## src/rtl/core/ddo_pkg.sv

```systemverilog
// ----------------------------------------------------------------------------
// ddo_pkg
// shared types, constants and tables for the wheel odometry block
// ----------------------------------------------------------------------------
package ddo_pkg;

    localparam int CORDIC_STEPS_DEF = 24;
    localparam int CORDIC_STEPS_MAX = 32;

    localparam int MUL_DIGITS  = 4;
    localparam int MUL_DIGIT_W = 16;

    localparam int CFG_IDX_W = 2;

    localparam logic [14:0] GLITCH_LIMIT_RST    = 15'd220;
    localparam logic [31:0] METERS_PER_TICK_RST = 32'd4294967;
    localparam logic [31:0] TURN_PER_TICK_RST   = 32'd1048576;
    localparam logic [31:0] INV_PERIOD_RST      = 32'd1310720;

    localparam logic [31:0] CORDIC_GAIN = 32'h26DD3B6A;
    localparam logic [31:0] TWO_PI_Q29  = 32'hC90FDAA2;

    localparam logic [31:0] ATAN_TURNS [CORDIC_STEPS_MAX] = '{
        32'd536870912, 32'd316933406, 32'd167458907, 32'd85004756,
        32'd42667331,  32'd21354465,  32'd10680862,  32'd5340245,
        32'd2670163,   32'd1335087,   32'd667544,    32'd333772,
        32'd166886,    32'd83443,     32'd41722,     32'd20861,
        32'd10430,     32'd5215,      32'd2608,      32'd1304,
        32'd652,       32'd326,       32'd163,       32'd81,
        32'd41,        32'd20,        32'd10,        32'd5,
        32'd3,         32'd1,         32'd1,         32'd0
    };

    typedef enum logic [CFG_IDX_W-1:0] {
        CFG_GLITCH_LIMIT    = 2'd0,
        CFG_METERS_PER_TICK = 2'd1,
        CFG_TURN_PER_TICK   = 2'd2,
        CFG_INV_PERIOD      = 2'd3
    } cfg_idx_t;

    typedef enum logic [2:0] {
        OP_DIST = 3'd0,
        OP_DTH  = 3'd1,
        OP_LIN  = 3'd2,
        OP_ANG1 = 3'd3,
        OP_ANG2 = 3'd4,
        OP_X    = 3'd5,
        OP_Y    = 3'd6
    } op_t;

    typedef struct packed {
        logic accept;
        logic cordic_start;
        logic mul_load;
        logic mul_step;
        logic store;
        op_t  op;
        logic out_load;
    } ddo_cmd_t;

    typedef struct packed {
        logic cordic_done;
        logic out_free;
    } ddo_sts_t;

endpackage

```

## src/rtl/core/ddo_in_if.sv

```systemverilog
// ----------------------------------------------------------------------------
// ddo_in_if
// input channel: one beat carries both wheel tick deltas
// ----------------------------------------------------------------------------
interface ddo_in_if;

    logic               valid;
    logic               ready;
    logic signed [15:0] left_ticks;
    logic signed [15:0] right_ticks;

    modport source (output valid, output left_ticks, output right_ticks, input ready);
    modport sink   (input valid, input left_ticks, input right_ticks, output ready);

endinterface

```

## src/rtl/core/ddo_out_if.sv

```systemverilog
// ----------------------------------------------------------------------------
// ddo_out_if
// output channel: one beat carries pose, speeds and stationary flag
// ----------------------------------------------------------------------------
interface ddo_out_if;

    logic               valid;
    logic               ready;
    logic signed [31:0] x_pos;
    logic signed [31:0] y_pos;
    logic        [31:0] heading;
    logic signed [31:0] linear_speed;
    logic signed [31:0] angular_speed;
    logic               stationary;

    modport source (output valid, output x_pos, output y_pos, output heading,
                    output linear_speed, output angular_speed, output stationary,
                    input ready);
    modport sink   (input valid, input x_pos, input y_pos, input heading,
                    input linear_speed, input angular_speed, input stationary,
                    output ready);

endinterface

```

## src/rtl/core/diff_drive_odometry.sv

```systemverilog
// ----------------------------------------------------------------------------
// diff_drive_odometry
// sequence: seven products of four 16 bit digits each run in turn on the one
//   shared multiplier while the cordic runs alongside; after the speed products
//   the sequencer waits for the cordic if it is not done, then for a free output
//   register; a new beat is taken only once the last one has been handed on
// reset: pose and heading clear to zero, registers load their defaults,
//   the block takes a beat in the first cycle after reset
// ----------------------------------------------------------------------------
module diff_drive_odometry #(
    parameter int CORDIC_STEPS = ddo_pkg::CORDIC_STEPS_DEF
) (
    input  logic                          clk,
    input  logic                          rst_n,
    ddo_in_if.sink                        in_ch,
    ddo_out_if.source                     out_ch,
    input  logic                          cfg_we,
    input  logic [ddo_pkg::CFG_IDX_W-1:0] cfg_index,
    input  logic [31:0]                   cfg_data
);
    import ddo_pkg::*;

    ddo_cmd_t cmd;
    ddo_sts_t sts;

    ddo_ctrl u_ctrl (
        .clk      (clk),
        .rst_n    (rst_n),
        .in_valid (in_ch.valid),
        .in_ready (in_ch.ready),
        .sts      (sts),
        .cmd      (cmd)
    );

    ddo_datapath #(
        .CORDIC_STEPS(CORDIC_STEPS)
    ) u_datapath (
        .clk           (clk),
        .rst_n         (rst_n),
        .cmd           (cmd),
        .sts           (sts),
        .cfg_we        (cfg_we),
        .cfg_index     (cfg_index),
        .cfg_data      (cfg_data),
        .left_ticks    (in_ch.left_ticks),
        .right_ticks   (in_ch.right_ticks),
        .out_ready     (out_ch.ready),
        .out_valid     (out_ch.valid),
        .x_pos         (out_ch.x_pos),
        .y_pos         (out_ch.y_pos),
        .heading       (out_ch.heading),
        .linear_speed  (out_ch.linear_speed),
        .angular_speed (out_ch.angular_speed),
        .stationary    (out_ch.stationary)
    );

endmodule

```

## src/rtl/core/ddo_mul.sv

```systemverilog
// ----------------------------------------------------------------------------
// ddo_mul
// sequential unsigned multiplier, 64 x 32 bits, one 16 bit digit per cycle
// ----------------------------------------------------------------------------
module ddo_mul (
    input  logic        clk,
    input  logic        load,
    input  logic        step,
    input  logic [63:0] a,
    input  logic [31:0] b,
    output logic [95:0] p
);
    import ddo_pkg::*;

    logic [95:0] acc_reg;
    logic [95:0] acc_next;
    logic [31:0] b_reg;
    logic [47:0] part;

    assign part = 48'(acc_reg[95:64]) + 48'(acc_reg[MUL_DIGIT_W-1:0]) * 48'(b_reg);

    always_comb
    begin
        acc_next = acc_reg;
        if (load)
        begin
            acc_next = {32'd0, a};
        end
        else if (step)
        begin
            acc_next = {part, acc_reg[63:MUL_DIGIT_W]};
        end
    end

    always_ff @(posedge clk)
    begin
        acc_reg <= acc_next;
        if (load)
        begin
            b_reg <= b;
        end
    end

    assign p = acc_reg;

endmodule

```

## src/rtl/core/ddo_cordic.sv

```systemverilog
// ----------------------------------------------------------------------------
// ddo_cordic
// iterative rotation cordic, cosine and sine in signed Q3.30 of a 32 bit binary angle, 2^32 per turn
// ----------------------------------------------------------------------------
module ddo_cordic #(
    parameter int CORDIC_STEPS = ddo_pkg::CORDIC_STEPS_DEF
) (
    input  logic        clk,
    input  logic        rst_n,
    input  logic        start,
    input  logic [31:0] angle,
    output logic        done,
    output logic [33:0] cos_out,
    output logic [33:0] sin_out
);
    import ddo_pkg::*;

    localparam int CW = $clog2(CORDIC_STEPS + 1);

    logic [33:0]   x_reg, x_next;
    logic [33:0]   y_reg, y_next;
    logic [33:0]   z_reg, z_next;
    logic [1:0]    q_reg, q_next;
    logic [CW-1:0] cnt_reg, cnt_next;
    logic          busy_reg, busy_next;
    logic          done_reg, done_next;

    logic [31:0] a_off;
    logic [31:0] z_fold;
    logic [33:0] x_sh, y_sh, atan_w;

    assign a_off  = angle + 32'h20000000;
    assign z_fold = angle - {a_off[31:30], 30'd0};
    assign x_sh   = $unsigned($signed(x_reg) >>> cnt_reg);
    assign y_sh   = $unsigned($signed(y_reg) >>> cnt_reg);
    assign atan_w = {2'b00, ATAN_TURNS[5'(cnt_reg)]};

    always_comb
    begin
        x_next    = x_reg;
        y_next    = y_reg;
        z_next    = z_reg;
        q_next    = q_reg;
        cnt_next  = cnt_reg;
        busy_next = busy_reg;
        done_next = done_reg;
        if (start)
        begin
            x_next    = {2'b00, CORDIC_GAIN};
            y_next    = 34'd0;
            z_next    = {{2{z_fold[31]}}, z_fold};
            q_next    = a_off[31:30];
            cnt_next  = '0;
            busy_next = 1'b1;
            done_next = 1'b0;
        end
        else if (busy_reg)
        begin
            if (!z_reg[33])
            begin
                x_next = x_reg - y_sh;
                y_next = y_reg + x_sh;
                z_next = z_reg - atan_w;
            end
            else
            begin
                x_next = x_reg + y_sh;
                y_next = y_reg - x_sh;
                z_next = z_reg + atan_w;
            end
            cnt_next = cnt_reg + CW'(1);
            if (cnt_reg == CW'(CORDIC_STEPS - 1))
            begin
                busy_next = 1'b0;
                done_next = 1'b1;
            end
        end
    end

    always_ff @(posedge clk or negedge rst_n)
    begin
        if (!rst_n)
        begin
            busy_reg <= 1'b0;
            done_reg <= 1'b0;
            cnt_reg  <= '0;
        end
        else
        begin
            busy_reg <= busy_next;
            done_reg <= done_next;
            cnt_reg  <= cnt_next;
        end
    end

    always_ff @(posedge clk)
    begin
        x_reg <= x_next;
        y_reg <= y_next;
        z_reg <= z_next;
        q_reg <= q_next;
    end

    // quadrant unfold
    always_comb
    begin
        unique case (q_reg)
            2'd0:
            begin
                cos_out = x_reg;
                sin_out = y_reg;
            end
            2'd1:
            begin
                cos_out = 34'd0 - y_reg;
                sin_out = x_reg;
            end
            2'd2:
            begin
                cos_out = 34'd0 - x_reg;
                sin_out = 34'd0 - y_reg;
            end
            default:
            begin
                cos_out = y_reg;
                sin_out = 34'd0 - x_reg;
            end
        endcase
    end

    assign done = done_reg;

endmodule

```

## src/rtl/core/ddo_datapath.sv

```systemverilog
// ----------------------------------------------------------------------------
// ddo_datapath
// config registers, tick filtering, shared multiplier, cordic, pose state
// and the output register
// ----------------------------------------------------------------------------
module ddo_datapath #(
    parameter int CORDIC_STEPS = ddo_pkg::CORDIC_STEPS_DEF
) (
    input  logic                          clk,
    input  logic                          rst_n,
    input  ddo_pkg::ddo_cmd_t             cmd,
    output ddo_pkg::ddo_sts_t             sts,
    input  logic                          cfg_we,
    input  logic [ddo_pkg::CFG_IDX_W-1:0] cfg_index,
    input  logic [31:0]                   cfg_data,
    input  logic signed [15:0]            left_ticks,
    input  logic signed [15:0]            right_ticks,
    input  logic                          out_ready,
    output logic                          out_valid,
    output logic signed [31:0]            x_pos,
    output logic signed [31:0]            y_pos,
    output logic [31:0]                   heading,
    output logic signed [31:0]            linear_speed,
    output logic signed [31:0]            angular_speed,
    output logic                          stationary
);
    import ddo_pkg::*;

    function automatic logic [31:0] sat_signed(input logic neg, input logic [49:0] v);
        logic [31:0] r;
        if (neg)
        begin
            r = (v > 50'h0_8000_0000) ? 32'h8000_0000 : 32'd0 - v[31:0];
        end
        else
        begin
            r = (v > 50'h0_7FFF_FFFF) ? 32'h7FFF_FFFF : v[31:0];
        end
        return r;
    endfunction

    function automatic logic [35:0] round_inc(input logic neg, input logic [63:0] pm);
        logic [65:0] sp;
        logic [65:0] t;
        sp = neg ? 66'd0 - {2'b00, pm} : {2'b00, pm};
        t  = sp + 66'd536870912;
        return t[65:30];
    endfunction

    function automatic logic [31:0] clamp_add(input logic [31:0] pos, input logic [35:0] inc);
        logic [36:0] s;
        logic [31:0] r;
        s = {{5{pos[31]}}, pos} + {inc[35], inc};
        if (!s[36] && (|s[35:31]))
        begin
            r = 32'h7FFF_FFFF;
        end
        else if (s[36] && !(&s[35:31]))
        begin
            r = 32'h8000_0000;
        end
        else
        begin
            r = s[31:0];
        end
        return r;
    endfunction

    // configuration
    logic [14:0] glitch_reg;
    logic [31:0] mpt_reg, tpt_reg, inv_reg;

    always_ff @(posedge clk or negedge rst_n)
    begin
        if (!rst_n)
        begin
            glitch_reg <= GLITCH_LIMIT_RST;
            mpt_reg    <= METERS_PER_TICK_RST;
            tpt_reg    <= TURN_PER_TICK_RST;
            inv_reg    <= INV_PERIOD_RST;
        end
        else if (cfg_we)
        begin
            unique case (cfg_idx_t'(cfg_index))
                CFG_GLITCH_LIMIT:    glitch_reg <= cfg_data[14:0];
                CFG_METERS_PER_TICK: mpt_reg    <= cfg_data;
                CFG_TURN_PER_TICK:   tpt_reg    <= cfg_data;
                CFG_INV_PERIOD:      inv_reg    <= cfg_data;
                default:             glitch_reg <= glitch_reg;
            endcase
        end
    end

    // tick filtering
    logic [16:0] gl_ext, l_ext, r_ext, l_f, r_f, rn;
    logic [17:0] sum_w, diff_w, sum_abs, diff_abs;
    logic        l_bad, r_bad;

    assign gl_ext = {2'b00, glitch_reg};
    assign l_ext  = {left_ticks[15], left_ticks};
    assign r_ext  = {right_ticks[15], right_ticks};
    assign l_bad  = ($signed(l_ext) > $signed(gl_ext)) || ($signed(l_ext) < -$signed(gl_ext));
    assign r_bad  = ($signed(r_ext) > $signed(gl_ext)) || ($signed(r_ext) < -$signed(gl_ext));
    assign l_f    = l_bad ? 17'd0 : l_ext;
    assign r_f    = r_bad ? 17'd0 : r_ext;
    assign rn     = 17'd0 - r_f;
    assign sum_w  = {l_f[16], l_f} + {rn[16], rn};
    assign diff_w = {rn[16], rn} - {l_f[16], l_f};
    assign sum_abs  = sum_w[17] ? 18'd0 - sum_w : sum_w;
    assign diff_abs = diff_w[17] ? 18'd0 - diff_w : diff_w;

    logic [16:0] sum_mag_reg, diff_mag_reg;
    logic        sum_neg_reg, diff_neg_reg, still_reg;

    always_ff @(posedge clk)
    begin
        if (cmd.accept)
        begin
            sum_mag_reg  <= sum_abs[16:0];
            sum_neg_reg  <= sum_w[17];
            diff_mag_reg <= diff_abs[16:0];
            diff_neg_reg <= diff_w[17];
            still_reg    <= (l_f == 17'd0) && (rn == 17'd0);
        end
    end

    // pose state
    logic [31:0] pos_x_reg, pos_y_reg, angle_reg;

    // cordic on the heading held before this item
    logic        cordic_done;
    logic [33:0] cos_w, sin_w, c_abs, s_abs;

    ddo_cordic #(
        .CORDIC_STEPS(CORDIC_STEPS)
    ) u_cordic (
        .clk     (clk),
        .rst_n   (rst_n),
        .start   (cmd.cordic_start),
        .angle   (angle_reg),
        .done    (cordic_done),
        .cos_out (cos_w),
        .sin_out (sin_w)
    );

    assign c_abs = cos_w[33] ? 34'd0 - cos_w : cos_w;
    assign s_abs = sin_w[33] ? 34'd0 - sin_w : sin_w;

    // intermediate results
    logic [33:0] dist_reg, dist_abs;
    logic [48:0] dth_mag_reg;
    logic        dth_neg_reg;
    logic [31:0] dth_low_reg;
    logic [31:0] lin_reg, ang_reg, x_res_reg, y_res_reg;
    logic [61:0] ang_lo_reg;
    logic        ang_sat_reg;

    assign dist_abs = dist_reg[33] ? 34'd0 - dist_reg : dist_reg;

    // shared multiplier
    logic [63:0] mul_a;
    logic [31:0] mul_b;
    logic [95:0] mul_p;

    always_comb
    begin
        unique case (cmd.op)
            OP_DIST:
            begin
                mul_a = {47'd0, sum_mag_reg};
                mul_b = mpt_reg;
            end
            OP_DTH:
            begin
                mul_a = {47'd0, diff_mag_reg};
                mul_b = tpt_reg;
            end
            OP_LIN:
            begin
                mul_a = {31'd0, dist_abs[32:0]};
                mul_b = inv_reg;
            end
            OP_ANG1:
            begin
                mul_a = {15'd0, dth_mag_reg};
                mul_b = inv_reg;
            end
            OP_ANG2:
            begin
                mul_a = {2'd0, ang_lo_reg};
                mul_b = TWO_PI_Q29;
            end
            OP_X:
            begin
                mul_a = {31'd0, dist_abs[32:0]};
                mul_b = c_abs[31:0];
            end
            OP_Y:
            begin
                mul_a = {31'd0, dist_abs[32:0]};
                mul_b = s_abs[31:0];
            end
            default:
            begin
                mul_a = 64'd0;
                mul_b = 32'd0;
            end
        endcase
    end

    ddo_mul u_mul (
        .clk  (clk),
        .load (cmd.mul_load),
        .step (cmd.mul_step),
        .a    (mul_a),
        .b    (mul_b),
        .p    (mul_p)
    );

    // post-processing of the finished product
    logic [50:0] dist_sp, dist_t;
    logic [48:0] dth_pm;
    logic [65:0] lin_t;
    logic [33:0] ang_v;

    assign dist_sp = sum_neg_reg ? 51'd0 - {2'b00, mul_p[48:0]} : {2'b00, mul_p[48:0]};
    assign dist_t  = dist_sp + 51'd65536;
    assign dth_pm  = mul_p[48:0];
    assign lin_t   = {1'b0, mul_p[64:0]} + 66'd32768;
    assign ang_v   = ang_sat_reg ? 34'h1_0000_0000
                                 : {1'b0, mul_p[93:61]} + {33'd0, mul_p[60]};

    always_ff @(posedge clk)
    begin
        if (cmd.store)
        begin
            unique case (cmd.op)
                OP_DIST: dist_reg <= dist_t[50:17];
                OP_DTH:
                begin
                    dth_mag_reg <= dth_pm;
                    dth_neg_reg <= diff_neg_reg;
                    dth_low_reg <= diff_neg_reg ? 32'd0 - dth_pm[31:0] : dth_pm[31:0];
                end
                OP_LIN: lin_reg <= sat_signed(dist_reg[33], lin_t[65:16]);
                OP_ANG1:
                begin
                    ang_sat_reg <= |mul_p[95:62];
                    ang_lo_reg  <= mul_p[61:0];
                end
                OP_ANG2: ang_reg <= sat_signed(dth_neg_reg, {16'd0, ang_v});
                OP_X: x_res_reg <= clamp_add(pos_x_reg,
                                             round_inc(dist_reg[33] ^ cos_w[33], mul_p[63:0]));
                OP_Y: y_res_reg <= clamp_add(pos_y_reg,
                                             round_inc(dist_reg[33] ^ sin_w[33], mul_p[63:0]));
                default: dist_reg <= dist_reg;
            endcase
        end
    end

    // pose commit and output register
    logic out_valid_reg;

    always_ff @(posedge clk or negedge rst_n)
    begin
        if (!rst_n)
        begin
            pos_x_reg     <= 32'd0;
            pos_y_reg     <= 32'd0;
            angle_reg     <= 32'd0;
            out_valid_reg <= 1'b0;
        end
        else
        begin
            if (cmd.out_load)
            begin
                pos_x_reg     <= x_res_reg;
                pos_y_reg     <= y_res_reg;
                angle_reg     <= angle_reg + dth_low_reg;
                out_valid_reg <= 1'b1;
            end
            else if (out_ready)
            begin
                out_valid_reg <= 1'b0;
            end
        end
    end

    always_ff @(posedge clk)
    begin
        if (cmd.out_load)
        begin
            x_pos         <= x_res_reg;
            y_pos         <= y_res_reg;
            heading       <= angle_reg + dth_low_reg;
            linear_speed  <= lin_reg;
            angular_speed <= ang_reg;
            stationary    <= still_reg;
        end
    end

    assign out_valid       = out_valid_reg;
    assign sts.cordic_done = cordic_done;
    assign sts.out_free    = !out_valid_reg || out_ready;

endmodule

```

## src/rtl/core/ddo_ctrl.sv

```systemverilog
// ----------------------------------------------------------------------------
// ddo_ctrl
// sequencer: runs the product list through the shared multiplier and
// hands the finished beat to the output register
// ----------------------------------------------------------------------------
module ddo_ctrl (
    input  logic              clk,
    input  logic              rst_n,
    input  logic              in_valid,
    output logic              in_ready,
    input  ddo_pkg::ddo_sts_t sts,
    output ddo_pkg::ddo_cmd_t cmd
);
    import ddo_pkg::*;

    localparam int CNT_W = $clog2(MUL_DIGITS);

    typedef enum logic [5:0] {
        ST_IDLE  = 6'b000001,
        ST_LOAD  = 6'b000010,
        ST_STEP  = 6'b000100,
        ST_STORE = 6'b001000,
        ST_WAIT  = 6'b010000,
        ST_OUT   = 6'b100000
    } state_t;

    state_t           state_reg, state_next;
    op_t              op_reg, op_next;
    logic [CNT_W-1:0] cnt_reg, cnt_next;
    logic             accept;

    assign in_ready = (state_reg == ST_IDLE);
    assign accept   = in_valid && in_ready;

    always_comb
    begin
        state_next = state_reg;
        op_next    = op_reg;
        cnt_next   = cnt_reg;
        cmd        = '0;
        cmd.op     = op_reg;
        unique case (state_reg)
            ST_IDLE:
            begin
                if (accept)
                begin
                    cmd.accept       = 1'b1;
                    cmd.cordic_start = 1'b1;
                    op_next          = OP_DIST;
                    state_next       = ST_LOAD;
                end
            end
            ST_LOAD:
            begin
                cmd.mul_load = 1'b1;
                cnt_next     = '0;
                state_next   = ST_STEP;
            end
            ST_STEP:
            begin
                cmd.mul_step = 1'b1;
                cnt_next     = cnt_reg + CNT_W'(1);
                if (cnt_reg == CNT_W'(MUL_DIGITS - 1))
                begin
                    state_next = ST_STORE;
                end
            end
            ST_STORE:
            begin
                cmd.store = 1'b1;
                if (op_reg == OP_Y)
                begin
                    state_next = ST_OUT;
                end
                else
                begin
                    op_next = op_t'(op_reg + 3'd1);
                    if (op_reg == OP_ANG2 && !sts.cordic_done)
                    begin
                        state_next = ST_WAIT;
                    end
                    else
                    begin
                        state_next = ST_LOAD;
                    end
                end
            end
            ST_WAIT:
            begin
                if (sts.cordic_done)
                begin
                    state_next = ST_LOAD;
                end
            end
            ST_OUT:
            begin
                if (sts.out_free)
                begin
                    cmd.out_load = 1'b1;
                    state_next   = ST_IDLE;
                end
            end
            default: state_next = ST_IDLE;
        endcase
    end

    always_ff @(posedge clk or negedge rst_n)
    begin
        if (!rst_n)
        begin
            state_reg <= ST_IDLE;
            op_reg    <= OP_DIST;
            cnt_reg   <= '0;
        end
        else
        begin
            state_reg <= state_next;
            op_reg    <= op_next;
            cnt_reg   <= cnt_next;
        end
    end

endmodule

```

## src/flat_wrapper.sv

```systemverilog
// flat-port wrapper written by rule: the top's interface ports become plain ports
module diff_drive_odometry_flat import ddo_pkg::*;
#(
    parameter int CORDIC_STEPS = ddo_pkg::CORDIC_STEPS_DEF
)
  (clk, rst_n, cfg_we, cfg_index, cfg_data, in_ch_valid, in_ch_left_ticks, in_ch_right_ticks, in_ch_ready, out_ch_valid, out_ch_x_pos, out_ch_y_pos, out_ch_heading, out_ch_linear_speed, out_ch_angular_speed, out_ch_stationary, out_ch_ready);
  ddo_in_if in_ch_i ();
  ddo_out_if out_ch_i ();
  input  logic clk;
  input  logic rst_n;
  input  logic cfg_we;
  input  logic [ddo_pkg::CFG_IDX_W-1:0] cfg_index;
  input  logic [31:0] cfg_data;
  input wire logic [$bits(in_ch_i.valid)-1:0] in_ch_valid;
  input wire logic [$bits(in_ch_i.left_ticks)-1:0] in_ch_left_ticks;
  input wire logic [$bits(in_ch_i.right_ticks)-1:0] in_ch_right_ticks;
  output wire logic [$bits(in_ch_i.ready)-1:0] in_ch_ready;
  output wire logic [$bits(out_ch_i.valid)-1:0] out_ch_valid;
  output wire logic [$bits(out_ch_i.x_pos)-1:0] out_ch_x_pos;
  output wire logic [$bits(out_ch_i.y_pos)-1:0] out_ch_y_pos;
  output wire logic [$bits(out_ch_i.heading)-1:0] out_ch_heading;
  output wire logic [$bits(out_ch_i.linear_speed)-1:0] out_ch_linear_speed;
  output wire logic [$bits(out_ch_i.angular_speed)-1:0] out_ch_angular_speed;
  output wire logic [$bits(out_ch_i.stationary)-1:0] out_ch_stationary;
  input wire logic [$bits(out_ch_i.ready)-1:0] out_ch_ready;
  assign in_ch_i.valid = in_ch_valid;
  assign in_ch_i.left_ticks = in_ch_left_ticks;
  assign in_ch_i.right_ticks = in_ch_right_ticks;
  assign in_ch_ready = in_ch_i.ready;
  assign out_ch_valid = out_ch_i.valid;
  assign out_ch_x_pos = out_ch_i.x_pos;
  assign out_ch_y_pos = out_ch_i.y_pos;
  assign out_ch_heading = out_ch_i.heading;
  assign out_ch_linear_speed = out_ch_i.linear_speed;
  assign out_ch_angular_speed = out_ch_i.angular_speed;
  assign out_ch_stationary = out_ch_i.stationary;
  assign out_ch_i.ready = out_ch_ready;
  diff_drive_odometry #(.CORDIC_STEPS(CORDIC_STEPS)) u_core (.clk(clk), .rst_n(rst_n), .in_ch(in_ch_i), .out_ch(out_ch_i), .cfg_we(cfg_we), .cfg_index(cfg_index), .cfg_data(cfg_data));
endmodule
```

## config.mk

```make
export PLATFORM = sky130hd
export DESIGN_NAME = diff_drive_odometry_flat
export DESIGN_NICKNAME = d
export VERILOG_FILES = /design/src/rtl/core/ddo_pkg.sv /design/src/rtl/core/ddo_in_if.sv /design/src/rtl/core/ddo_out_if.sv /design/src/rtl/core/diff_drive_odometry.sv /design/src/rtl/core/ddo_mul.sv /design/src/rtl/core/ddo_cordic.sv /design/src/rtl/core/ddo_datapath.sv /design/src/rtl/core/ddo_ctrl.sv /design/src/flat_wrapper.sv
export SDC_FILE = /design/constraint.sdc
export NUM_CORES = 2
export LEC_CHECK = 0
export ABC_AREA = 1
export BUFFER_PORTS_ARGS = -buffer_cell sky130_fd_sc_hd__buf_4
export CAP_MARGIN = 20
export CORE_MARGIN = 8
export CORE_UTILIZATION = 55
export DETAILED_ROUTE_END_ITERATION = 10
export PLACE_DENSITY = 0.74
export RECOVER_POWER = 25
export SLEW_MARGIN = 20
export SYNTH_ARGS = -nofsm -noshare
export SYNTH_HDL_FRONTEND = slang
export SYNTH_SLANG_ARGS = --single-unit
export TNS_END_PERCENT = 50
```

## constraint.sdc

```tcl
create_clock -name clk -period 11.4 [get_ports clk]
set_input_delay 1.14 -clock clk [delete_from_list [all_inputs] [get_ports clk]]
set_output_delay 1.14 -clock clk [all_outputs]
set_load 0.05 [all_outputs]
```

==> run_results.csv <==
group,metric,value,unit
drt,route.detailed.drc,0,
drt,via_per_inst,6.03,
global_route,grt_start_max_net_pins,128,
logic_synthesis,synth-async-reset-ratio,23.5,%
sta,fin_skew,0.0466,ns
logic_synthesis,synth_cells,12600,
run_status,failed_checks,"capacitance limit, slew limit",
logic_synthesis,syn_area,91700,sq um
place,io_buffers,233,
die,die-area,180000,sq um
finish,fillCellCount,15200,
sta,finalCritPeriodShare,74.3,%
die,rows,150,
clock_network,insertion_delay,0.77,ns
place,gp_congestion,1.07,
min_path,hold-path-cell-count,0,
die,dieHeight,424,um
critical_path,worstPathRequired,12.11,ns
critical_path,timing.rr.end,"u_core.u_datapath.u_mul.p[84]$_SDFFE_PN0N_",
sta,setup_viol,0,
logic_synthesis,ys_seq_area_share,29.2,%
critical_path,crit_path_end_kind,"flop",
logic_synthesis,synth_edf_count,635,
global_route,met3_usage,9.17,%
drt,drtIter0Drc,12600,
clock_network,post_cts_buffers,0,
critical_path,startpoint,"u_core.u_datapath.u_mul.p[13]$_DFFE_PP_",
min_path,holdPathEnd,"u_core.u_datapath.linear_speed[8]$_DFFE_PP_",
global_route,use_met1,51.9,%
global_route,busiest_layer,"met2",
die,io_pins,234,
critical_path,crit_type,"reg2reg",
logic_synthesis,ys.flop_type,"edfxtp_1",
run_status,status,"finished with violations",
flow_run,maxCapViolCount,10,
clock_network,clock_path_buffers,3,
clock_network,ctsHoldBuffers,0,
clock_network,cts_sinks,961,
finish,drive_gt1_share,7.14,%
global_route,antenna_found_initial,21,
logic_synthesis,ys_warn_count,0,
sta,rsz0062_at_grt,"false",
sta,tightestPinTransition,3.44,ns
drt,ant_nets,0,
logic_synthesis,synthDistinctLibCells,78,
sta,finalSetupTns,0,ns
critical_path,startpoint_type,"flop",
global_route,grt_pass1_vias,85600,
logic_synthesis,synth_xor_area_share,5.65,%
die,start_util,55.1,%
logic_synthesis,synth_top_family_by_area,"simple AND/OR/NAND/NOR gates",
sta,hold_slack,0.395,ns
sta,hold_viol,0,
clock_network,cts_buffers,106,
clock_network,cts_root_buf,"clkbuf_16",
finish,syn2layout_area_growth,8.07,%
logic_synthesis,synth_compound_area_share,12.0,%
die,core,166000,sq um
min_path,worstHoldStart,"u_core.u_datapath.lin_reg[8]$_DFFE_PP_",
drt,avgRoutedWirePerCell,23.8,um
critical_path,cp.arrival,9.18,ns
die,die_x,424,um
logic_synthesis,synth_fp_nets,13600,
sta,max_freq,0.118,GHz
drt,via_count,89800,
finish,largest_reg_flops,96,
global_route,met2_usage,56.3,%
finish,final_net_count,13600,
place,hpwl,276,mm
sta,slew_violations,409,
critical_path,reg2reg_depth,23,
min_path,hold_class,"reg2reg",
logic_synthesis,synthAdderAreaFrac,16.3,%
critical_path,reg2reg_from,"u_core.u_datapath.u_mul.p[13]$_DFFE_PP_",
drt,wirelength,354,mm
critical_path,r2r_slack,2.92,ns
global_route,grt_usage,38.0,%
sta,maxSlewHeadroom,-129,%
clock_network,clk_pin_slew,0.07,ns
finish,multi_input_area,55900,sq um
logic_synthesis,synth_mux_area_share,0.0764,%
logic_synthesis,yosys_register_bits,961,
clock_network,htree_num_levels,3,
logic_synthesis,yosys.area_share.simple,26.8,%
global_route,grt_pass1_wl,528,mm
logic_synthesis,syn_avg_cell_area,7.29,sq um
finish,regArea,26800,sq um
sta,min_period,8.48,ns
global_route,grt_overflow,0,
clock_network,cts_tree,"done",
drt,drtPass1Iterations,9,
critical_path,crit_fanout,37,
clock_network,cts_resized,0,
## layout make-up
cell class                      instances  share of cell area, %
Clock inverter                         68                  0.923
Antenna cell                           13                 0.0328
Sequential cell                       961                   27.0
Timing Repair Buffer                  381                   2.79
Multi-Input combinational cell       9245                   56.3
Tap cell                             2204                   2.78
Inverter                             1888                   7.16
Clock buffer                          134                   2.99
## how the worst max path moves through the flow
| stage | end | slack [ns] | cells past startpoint |
|---|---|---|---|
| 5_1_grt | u_core.u_datapath.y_res_reg[2]$_SDFFCE_PP1P_ | 2.31 | 33 |
| 6_report | u_core.u_datapath.u_mul.p[84]$_SDFFE_PN0N_ | 2.92 | 23 |
| 3_5_place_dp | u_core.u_datapath.y_res_reg[7]$_SDFFCE_PP1P_ | 3.28 | 31 |
| 2_1_floorplan | u_core.u_datapath.angular_speed[0]$_DFFE_PP_ | 4.77 | 5 |
| 3_3_place_gp | u_core.u_datapath.y_res_reg[4]$_SDFFCE_PP1P_ | 3.33 | 31 |
| 4_1_cts | u_core.u_datapath.y_res_reg[4]$_SDFFCE_PP1P_ | 3.20 | 31 |
## cell usage after synthesis, types with 23 or more instances
cell type	n	area (sq um)
o211ai_1	80	601
inv_2	38	143
nor2_1	947	3550
o21ai_0	842	4210
nand2_1	3428	12900
nand3_1	722	3610
buf_1	43	161
xnor2_1	157	1380
a21oi_1	544	2720
o221ai_1	35	307
fa_1	458	9170
a221oi_1	33	289
o21a_1	33	248
nand2_2	40	250
a21boi_0	23	173
nand4_1	170	1060
edfxtp_1	635	19100
or2_2	71	444
a31oi_1	88	551
dfxtp_1	100	2000
dfrtp_1	207	5180
nor3_1	162	811
o22ai_1	27	169
buf_2	72	360
xor2_1	435	3810
inv_1	1835	6890
nor2_2	69	432
o21ai_2	23	201
nor4_1	60	375
ha_1	459	5740
clkbuf_1	344	1290
nand3b_1	26	195
o21ai_1	68	340
## layer usage
metal | wire length [um] | up-vias
met3 | 41100 | 988
met4 | 21800 | 18
li1 | - | 40700
met1 | 142000 | 42700
met5 | 99 | -
met2 | 149000 | 5379
## cell families after synthesis
family / Yosys count
flops: 961
simple gates: 5792
buf+inv: 2383
xor+xnor: 592
fa+ha+maj: 917
mux: 7
compound gates: 1937
## worst max-delay path, cell delays in order (launching register included)
cell and delay [ns]:
edfxtp_1 0.33, clkbuf_1 1.84, nand2_1 0.20, fa_1 0.60, inv_1 0.05, fa_1 0.52
fa_1 0.54, fa_1 0.57, inv_1 0.07, fa_1 0.54, inv_1 0.06, fa_1 0.50
ha_1 0.38, a21oi_1 0.17, inv_1 0.09, a31oi_1 0.31, inv_1 0.08, nor2_1 0.21
nand2_1 0.15, nand2_1 0.08, nand3_1 0.12, o21ai_0 0.70, o211ai_1 0.17, inv_1 0.09
## stage by stage
stage	cells	area, sq um	utilization [%]	setup WS (ns)
2_1_floorplan	12600	91700	-	4.77
5_1_grt	14900	99100	59.5	2.31
4_1_cts	14900	99300	59.6	3.20
3_5_place_dp	14700	95400	57.3	3.28
6_report	14900	99100	59.6	2.92
3_3_place_gp	14700	95300	57.3	3.33
## cells in the final DEF (no fill, tap or decap), types with 42 or more instances in the layout
cell / n
dfrtp_1: 203
fa_1: 458
nand2_2: 42
nor3_1: 161
nor2_1: 935
o21ai_1: 68
a21oi_1: 544
clkbuf_16: 109
or2_2: 71
dfxtp_1: 100
xor2_1: 435
inv_1: 1835
nand4_1: 170
nor4_1: 58
edfxtp_1: 635
nand3_1: 722
ha_1: 458
buf_4: 349
nor2_2: 74
xnor2_1: 157
a31oi_1: 88
o21ai_0: 839
o211ai_1: 80
nand2_1: 3425
Power is not shown: default switching activity piles up to over one toggle a cycle in this logic, so the estimate is an artifact.
